`src/hw/rtl/pid_pkg.sv`:
```
// Shared types and constants of the prefixed integer decoder.
`default_nettype none

package pid_pkg;

    localparam int VALUE_W     = 62;
    localparam int STATUS_W    = 2;
    localparam int COUNT_W     = 4;
    localparam int PREFIX_W    = 4;
    localparam int ACC_W       = 64;
    localparam int SHIFT_W     = 6;

    // Largest value that a finished integer may hold is 2^VALUE_BITS - 1.
    localparam int VALUE_BITS  = 62;
    // Bound on the continuation-byte count of one integer; SAFE_SHIFT caps it sooner, at 9.
    localparam int MAX_CONT    = 10;

    localparam logic [SHIFT_W-1:0]  SAFE_SHIFT   = 6'd56;
    localparam logic [SHIFT_W-1:0]  SHIFT_STEP   = 6'd7;
    localparam logic [PREFIX_W-1:0] PREFIX_MIN   = 4'd3;
    localparam logic [PREFIX_W-1:0] PREFIX_MAX   = 4'd8;
    localparam logic [PREFIX_W-1:0] PREFIX_RESET = 4'd8;
    localparam logic [7:0]          CONT_FLAG    = 8'h80;
    localparam logic [7:0]          PAYLOAD_MASK = 8'h7F;

    typedef enum logic [STATUS_W-1:0] {
        ST_OK         = 2'd0,
        ST_INCOMPLETE = 2'd1,
        ST_ERROR      = 2'd2
    } status_t;

    typedef struct packed {
        logic       last_available;
        logic [7:0] data_byte;
    } in_item_t;

    typedef struct packed {
        logic [COUNT_W-1:0] bytes_consumed;
        status_t            status;
        logic [VALUE_W-1:0] decoded_value;
    } result_t;

endpackage : pid_pkg

`default_nettype wire

```
`src/hw/rtl/prefix_integer_decoder.sv`:
```
// Top level of the prefixed integer decoder (HPACK/QPACK integer representation).
// A byte that completes an integer has its result loaded into the result register,
// which shows it on m_tvalid and holds it. Throughput: one byte per cycle unless the
// result register is full and not being read, set by the single decode step between
// the input and result registers. Reset (aresetn low at a clock edge) empties both
// registers, drops any partial integer and sets the prefix width back to 8.
`default_nettype none

module prefix_integer_decoder (
    input  wire logic        aclk,
    input  wire logic        aresetn,

    // Configuration: the prefix width, the number of low bits of a first byte
    // that carry the prefix.
    input  wire logic        cfg_valid,
    output logic             cfg_ready,
    input  wire logic [3:0]  cfg_data,

    // Byte stream in.
    input  wire logic        s_tvalid,
    output logic             s_tready,
    input  wire logic [7:0]  s_tdata,   // [7:0] data_byte
    input  wire logic        s_tlast,   // last_available

    // Decoded integers out.
    output logic             m_tvalid,
    input  wire logic        m_tready,
    output logic [71:0]      m_tdata    // [61:0] decoded_value, [63:62] status,
                                        // [67:64] bytes_consumed, [71:68] zero
);
    import pid_pkg::*;

    logic [PREFIX_W-1:0] prefix_width_reg;

    in_item_t s_item;
    in_item_t item;
    logic     item_valid;
    logic     advance;
    logic     res_valid;
    result_t  res;
    result_t  m_res;

    // The register may be written at any time; the design expects writes only
    // while no integer is in flight, and the new width governs the next first byte.
    assign cfg_ready = 1'b1;

    always_ff @(posedge aclk) begin
        if (!aresetn) begin
            prefix_width_reg <= PREFIX_RESET;
        end else if (cfg_valid) begin
            prefix_width_reg <= cfg_data;
        end
    end

    assign s_item.data_byte      = s_tdata;
    assign s_item.last_available = s_tlast;

    // The held byte is decoded whenever the result register can take what it
    // produces: either that register is empty or its transaction completes now.
    // A byte that produces no result still moves on in the same way.
    assign advance = item_valid && (!m_tvalid || m_tready);

    pid_in_reg u_in_reg (
        .aclk       (aclk),
        .aresetn    (aresetn),
        .s_valid    (s_tvalid),
        .s_ready    (s_tready),
        .s_item     (s_item),
        .advance    (advance),
        .item_valid (item_valid),
        .item       (item)
    );

    pid_core u_core (
        .aclk         (aclk),
        .aresetn      (aresetn),
        .prefix_width (prefix_width_reg),
        .advance      (advance),
        .item         (item),
        .res_valid    (res_valid),
        .res          (res)
    );

    pid_out_reg u_out_reg (
        .aclk    (aclk),
        .aresetn (aresetn),
        .load    (advance && res_valid),
        .res     (res),
        .m_valid (m_tvalid),
        .m_ready (m_tready),
        .m_res   (m_res)
    );

    assign m_tdata = {4'd0, m_res};

endmodule : prefix_integer_decoder

`default_nettype wire

```
`src/hw/rtl/pid_in_reg.sv`:
```
// Input register stage holding one accepted byte until the decoder takes it.
`default_nettype none

module pid_in_reg (
    input  wire logic             aclk,
    input  wire logic             aresetn,
    input  wire logic             s_valid,
    output logic                  s_ready,
    input  wire pid_pkg::in_item_t s_item,
    input  wire logic             advance,
    output logic                  item_valid,
    output pid_pkg::in_item_t     item
);
    import pid_pkg::*;

    logic     valid_reg;
    logic     valid_next;
    in_item_t item_reg;

    // The slot frees up in the same cycle as its byte moves on.
    assign s_ready    = !valid_reg || advance;
    assign valid_next = (s_valid && s_ready) ? 1'b1 : (advance ? 1'b0 : valid_reg);

    always_ff @(posedge aclk) begin
        if (!aresetn) begin
            valid_reg <= 1'b0;
        end else begin
            valid_reg <= valid_next;
        end
        if (s_valid && s_ready) begin
            item_reg <= s_item;
        end
    end

    assign item_valid = valid_reg;
    assign item       = item_reg;

endmodule : pid_in_reg

`default_nettype wire

```
`src/hw/rtl/pid_core.sv`:
```
// Decode state and the single-pass byte step of the prefixed integer decoder.
`default_nettype none

module pid_core (
    input  wire logic                             aclk,
    input  wire logic                             aresetn,
    input  wire logic [pid_pkg::PREFIX_W-1:0]     prefix_width,
    input  wire logic                             advance,
    input  wire pid_pkg::in_item_t                item,
    output logic                                  res_valid,
    output pid_pkg::result_t                      res
);
    import pid_pkg::*;

    logic               in_cont_reg,    in_cont_next;
    logic [ACC_W-1:0]   acc_reg,        acc_next;
    logic [SHIFT_W-1:0] shift_reg,      shift_next;
    logic [COUNT_W-1:0] count_reg,      count_next;

    logic [8:0]         prefix_one;
    logic [7:0]         prefix_mask;
    logic [7:0]         prefix_val;
    logic [COUNT_W-1:0] count_inc;
    logic [ACC_W-1:0]   addend;
    logic [ACC_W:0]     sum;
    logic               prefix_bad;

    assign prefix_one  = 9'd1 << prefix_width;
    assign prefix_mask = 8'(prefix_one - 9'd1);
    assign prefix_val  = item.data_byte & prefix_mask;
    assign prefix_bad  = (prefix_width < PREFIX_MIN) || (prefix_width > PREFIX_MAX);

    assign count_inc = count_reg + 4'd1;
    assign addend    = ACC_W'(item.data_byte & PAYLOAD_MASK) << shift_reg;
    assign sum       = {1'b0, acc_reg} + {1'b0, addend};

    always_comb begin
        in_cont_next       = in_cont_reg;
        acc_next           = acc_reg;
        shift_next         = shift_reg;
        count_next         = count_reg;
        res_valid          = 1'b0;
        res.decoded_value  = '0;
        res.status         = ST_OK;
        res.bytes_consumed = count_inc;

        if (!in_cont_reg) begin
            res.bytes_consumed = 4'd1;
            if (prefix_bad) begin
                res_valid  = 1'b1;
                res.status = ST_ERROR;
            end else if (prefix_val < prefix_mask) begin
                res_valid         = 1'b1;
                res.decoded_value = VALUE_W'(prefix_val);
            end else if (item.last_available) begin
                res_valid  = 1'b1;
                res.status = ST_INCOMPLETE;
            end else begin
                in_cont_next = 1'b1;
                acc_next     = ACC_W'(prefix_val);
                shift_next   = '0;
                count_next   = 4'd1;
            end
        end else begin
            if (count_reg > COUNT_W'(MAX_CONT) || shift_reg > SAFE_SHIFT || sum[ACC_W]) begin
                res_valid  = 1'b1;
                res.status = ST_ERROR;
            end else if ((item.data_byte & CONT_FLAG) != 8'd0) begin
                acc_next   = sum[ACC_W-1:0];
                shift_next = shift_reg + SHIFT_STEP;
                count_next = count_inc;
                if (item.last_available) begin
                    res_valid  = 1'b1;
                    res.status = ST_INCOMPLETE;
                end
            end else begin
                res_valid = 1'b1;
                if ((sum[ACC_W-1:0] >> VALUE_BITS) != '0) begin
                    res.status = ST_ERROR;
                end else begin
                    res.decoded_value = sum[VALUE_W-1:0];
                end
            end
        end

        // Any result ends the integer.
        if (res_valid) begin
            in_cont_next = 1'b0;
            acc_next     = '0;
            shift_next   = '0;
            count_next   = '0;
        end
    end

    always_ff @(posedge aclk) begin
        if (!aresetn) begin
            in_cont_reg <= 1'b0;
            acc_reg     <= '0;
            shift_reg   <= '0;
            count_reg   <= '0;
        end else if (advance) begin
            in_cont_reg <= in_cont_next;
            acc_reg     <= acc_next;
            shift_reg   <= shift_next;
            count_reg   <= count_next;
        end
    end

endmodule : pid_core

`default_nettype wire

```
`src/hw/rtl/pid_out_reg.sv`:
```
// Result register presenting one decoded integer on the output stream.
`default_nettype none

module pid_out_reg (
    input  wire logic             aclk,
    input  wire logic             aresetn,
    input  wire logic             load,
    input  wire pid_pkg::result_t res,
    output logic                  m_valid,
    input  wire logic             m_ready,
    output pid_pkg::result_t      m_res
);
    import pid_pkg::*;

    logic    valid_reg;
    logic    valid_next;
    result_t res_reg;

    assign valid_next = load ? 1'b1 : (m_ready ? 1'b0 : valid_reg);

    always_ff @(posedge aclk) begin
        if (!aresetn) begin
            valid_reg <= 1'b0;
        end else begin
            valid_reg <= valid_next;
        end
        if (load) begin
            res_reg <= res;
        end
    end

    assign m_valid = valid_reg;
    assign m_res   = res_reg;

endmodule : pid_out_reg

`default_nettype wire
```
`config.mk`:
```
export PLATFORM = sky130hd
export DESIGN_NAME = prefix_integer_decoder
export DESIGN_NICKNAME = d
export VERILOG_FILES = /design/src/hw/rtl/pid_pkg.sv /design/src/hw/rtl/prefix_integer_decoder.sv /design/src/hw/rtl/pid_in_reg.sv /design/src/hw/rtl/pid_core.sv /design/src/hw/rtl/pid_out_reg.sv
export SDC_FILE = /design/constraint.sdc
export NUM_CORES = 1
export LEC_CHECK = 0
export ABC_AREA = 1
export BUFFER_PORTS_ARGS = -buffer_cell sky130_fd_sc_hd__buf_4
export CORE_UTILIZATION = 50
export DETAILED_ROUTE_END_ITERATION = 7
export GPL_TIMING_DRIVEN = 0
export HOLD_SLACK_MARGIN = 0.02
export PLACE_DENSITY = 0.78
export SETUP_SLACK_MARGIN = 0.02
export SYNTH_ARGS = -nofsm -noshare
export SYNTH_HDL_FRONTEND = slang
export SYNTH_HIERARCHICAL = 1
export SYNTH_SLANG_ARGS = --single-unit
```
`constraint.sdc`:
```
create_clock -name aclk -period 20.9 [get_ports aclk]
set_input_delay 3.135 -clock aclk [delete_from_list [all_inputs] [get_ports aclk]]
set_output_delay 3.135 -clock aclk [all_outputs]
set_load 0.05 [all_outputs]
```
==> results.sh <==
export IMPL_status="finished, final reports clean"
export IMPL_synth_common_cells="nand2_1, inv_1, nor2_1"
export IMPL_r2r_end="u_out_reg/m_res[33]"
export IMPL_drt_vias_per_instance=5.41
export IMPL_maxCapViolCount=0
export IMPL_cts_resized=0
export IMPL_ys_seq_area_frac=0.309
export IMPL_reg2reg_slack_ns=14.93
export IMPL_die_width_um=162
export IMPL_slowest_stage="inv_1"
export IMPL_hpwl_um=37500
export IMPL_largest_reg_flops=68
export IMPL_port_buffers=86
export IMPL_rsz0062_at_grt="false"
export IMPL_synth_top_area_frac=0.195
export IMPL_place_inst=2462
export IMPL_finalPower_w=0.000822
export IMPL_fin_cells=2494
export IMPL_maxSlewHeadroom=0.0791
export IMPL_peakVddDrop_mv=0.0392
export IMPL_crit_start="m_tready"
export IMPL_numCtsBuffers=17
export IMPL_skew_ns=0.0119
export IMPL_power_leakage_nw=7.13
export IMPL_postRouteAntennaNets=0
export IMPL_setup_tns_ns=0
export IMPL_slowest_delay_ns=0.26
export IMPL_htreeDepth=4
export IMPL_tightest_slew_ns=1.38
export IMPL_hold_violations=0
export IMPL_start_util=0.507
export IMPL_antenna_cells=0
export IMPL_post_dp_cell_area_mm2=0.0139
export IMPL_cp_cell_sequence="buf_4 -> inv_1 -> nand2_1 -> nand2_1 -> inv_1 -> inv_2 -> nand2_2 -> buf_4"
export IMPL_core_area_mm2=0.0251
export IMPL_clock_sinks=158
export IMPL_synth_top_area_cell="nand2_1"
export IMPL_grt_pass1_wl_um=68500
export IMPL_finalCriticalPeriod_ns=7.12
export IMPL_worst_r2r_path_depth=23
export IMPL_crit_arrival_ns=3.99
export IMPL_cts_root_buf="clkbuf_16"
export IMPL_critPathLaunchType="primary input"
export IMPL_tritoncts="yes"
export IMPL_synth_cells=2038
export IMPL_required_ns=17.77
export IMPL_layout_drive_gt1_share=0.0869
export IMPL_vias=13500
export IMPL_timing_rr_start="u_core/shift_reg[0]"
export IMPL_design_area_mm2=0.0145
export IMPL_syn_area_mm2=0.0127
export IMPL_cp_num_cells=8
export IMPL_cts_buffer_depth=2
export IMPL_clkTransAtPathRegs_ns=0.06
export IMPL_worstSetupPathType="primary input to primary output"
export IMPL_drt_iter0_markers=1365
export IMPL_syn2layout_area_growth_pct=13.6
export IMPL_yosysMostFrequentCell="nand2_1"
export IMPL_ios=93
export IMPL_route_final_wire_length_um=45800
export IMPL_synth_edff_count=77
export IMPL_grt_use_total=0.351
export IMPL_clk_latency_ns=0.43
export IMPL_path_max_fanout=6
export IMPL_synth_cell_types=46
export IMPL_ys_seq_elements=158
export IMPL_worstHoldPathType="flop to flop"
export IMPL_gp_congestion=0.997
export IMPL_yosys_warnings=6
export IMPL_post_drt_wl_per_cell_um=18.4
export IMPL_finalSetupViolations=0
export IMPL_yosys_most_used_dff="dfxtp_1"
export IMPL_grt_antenna_before_repair=0
export IMPL_post_cts_repair_setup_buffers=0
export IMPL_drv_slew=0
export IMPL_drc=0
export IMPL_chipHeight_um=162
export IMPL_gr_total_overflow=0
export IMPL_critPathBufInv=5
export IMPL_synth_avg_cell_area_um2=6.24
export IMPL_fmax_mhz=140
export IMPL_grt_pass1_vias=11900
export IMPL_firstDrtPassIters=8
export IMPL_async_flop_share=0
export IMPL_fin_nets=2239
export IMPL_row_count=58
export IMPL_crit_end="s_tready"
export IMPL_cp_top_family="buffers and inverters"
export IMPL_pwr_density_cell_mw_per_mm2=56.8
export IMPL_fin_crit_sh=0.341
export IMPL_synth_area_leaders="nand2_1, edfxtp_1, dfxtp_1"
export IMPL_grt_max_degree=36
export IMPL_end_kind="primary output"
export IMPL_dieArea_mm2=0.0261
export IMPL_postCtsHoldBufs=0
kinds of logic (layout without fill, tap and decap cells):
logic type / after synthesis / after routing / share of synthesized area
buffers and inverters: 382 / 505 / 0.118
adders and majority gates: 70 / 70 / 0.0694
AOI/OAI and AO/OA: 274 / 274 / 0.120
xor gates and xnor gates: 45 / 45 / 0.0310
and+or+nand+nor: 1107 / 1107 / 0.352
DFF: 158 / 158 / 0.309
other: 2 / 5 / 0.000590
worst reg2reg max path: stages (launching register included):
cell	delay, ns
dfxtp_1	0.39
clkbuf_1	0.33
o21ai_0	0.18
o21ai_0	0.26
nor2_1	0.08
a41oi_1	0.26
nor2_1	0.06
a31oi_1	0.99
nor2_1	0.15
ha_1	0.41
nand2_1	0.12
nor2_1	0.16
inv_1	0.10
nor2_1	0.22
a21oi_1	0.13
nand2_2	0.17
nand2_2	0.11
nand3_2	0.21
nand2_1	0.28
buf_2	0.30
inv_1	0.08
inv_1	0.06
nor2_4	0.30
buf_12	0.26
cells in the final DEF (no fill, tap or decap), types with 4 or more instances in the layout:
| cell type | Yosys | layout |
|---|---|---|
| a21oi_1 | 137 | 137 |
| a21oi_2 | 20 | 20 |
| a31oi_1 | 4 | 4 |
| buf_2 | 8 | 8 |
| buf_4 | 5 | 94 |
| buf_6 | 6 | 6 |
| clkbuf_1 | 33 | 35 |
| clkbuf_16 | 0 | 17 |
| conb_1 | 2 | 5 |
| dfxtp_1 | 81 | 81 |
| edfxtp_1 | 77 | 77 |
| ha_1 | 69 | 69 |
| inv_1 | 325 | 325 |
| nand2_1 | 662 | 662 |
| nand2_2 | 10 | 10 |
| nand3_1 | 74 | 74 |
| nand3b_1 | 6 | 6 |
| nand4_1 | 20 | 20 |
| nor2_1 | 299 | 298 |
| nor2b_1 | 4 | 4 |
| nor2b_2 | 5 | 5 |
| nor3_1 | 10 | 10 |
| nor4_1 | 4 | 4 |
| o21ai_0 | 84 | 80 |
| o21ai_1 | 0 | 4 |
| o21bai_1 | 16 | 16 |
| o22ai_1 | 4 | 4 |
| or2_2 | 4 | 4 |
| xnor2_1 | 13 | 13 |
| xor2_1 | 32 | 32 |
how the worst min path moves through the flow:
| stage | startpoint | to | slack, ns | depth (start not counted) |
|---|---|---|---|---|
| 2_1_floorplan | u_core/count_reg[3] | u_core/count_reg[3] | 0.45 | 2 |
| 3_3_place_gp | u_core/count_reg[3] | u_core/count_reg[3] | 0.46 | 2 |
| 3_5_place_dp | u_core/acc_reg[53] | u_core/acc_reg[53] | 0.46 | 2 |
| 4_1_cts | u_core/count_reg[3] | u_core/count_reg[3] | 0.47 | 2 |
| 5_1_grt | u_core/acc_reg[56] | u_core/acc_reg[56] | 0.49 | 2 |
| 6_report | u_core/count_reg[3] | u_core/count_reg[3] | 0.47 | 2 |
power breakdown:
part           switching (W)  internal (W)
clock network       0.000144      0.000184
registers         0.00000691      0.000338
logic               0.000108     0.0000408
total               0.000259      0.000563
cell type report:
class | instances | area, um^2
fill | 2533 | 10700
multi-input combinational | 1501 | 7300
sequential | 158 | 3930
inverter | 328 | 1230
timing repair buffer | 91 | 708
clock buffer | 21 | 460
tap | 330 | 413
buffer | 54 | 277
clock inverter | 11 | 131
routing by layer:
layer	up-vias	wire length, um	track usage
met1	6161	20300	0.492
met3	99	4140	0.0529
met4	0	1750	0.144
met2	646	19600	0.540
met5	-	0	0
li1	6596	-	-
metrics by stage:
stage	util	hold WS [ns]	setup slack, ns
after floorplan	-	0.445	14.11
after detailed placement	0.552	0.462	13.81
after CTS	0.576	0.474	13.81
final	0.576	0.473	13.78
after global placement	0.549	0.455	11.27
after global routing	0.576	0.487	13.76
Note: power is estimated with default switching activity, not from simulation.
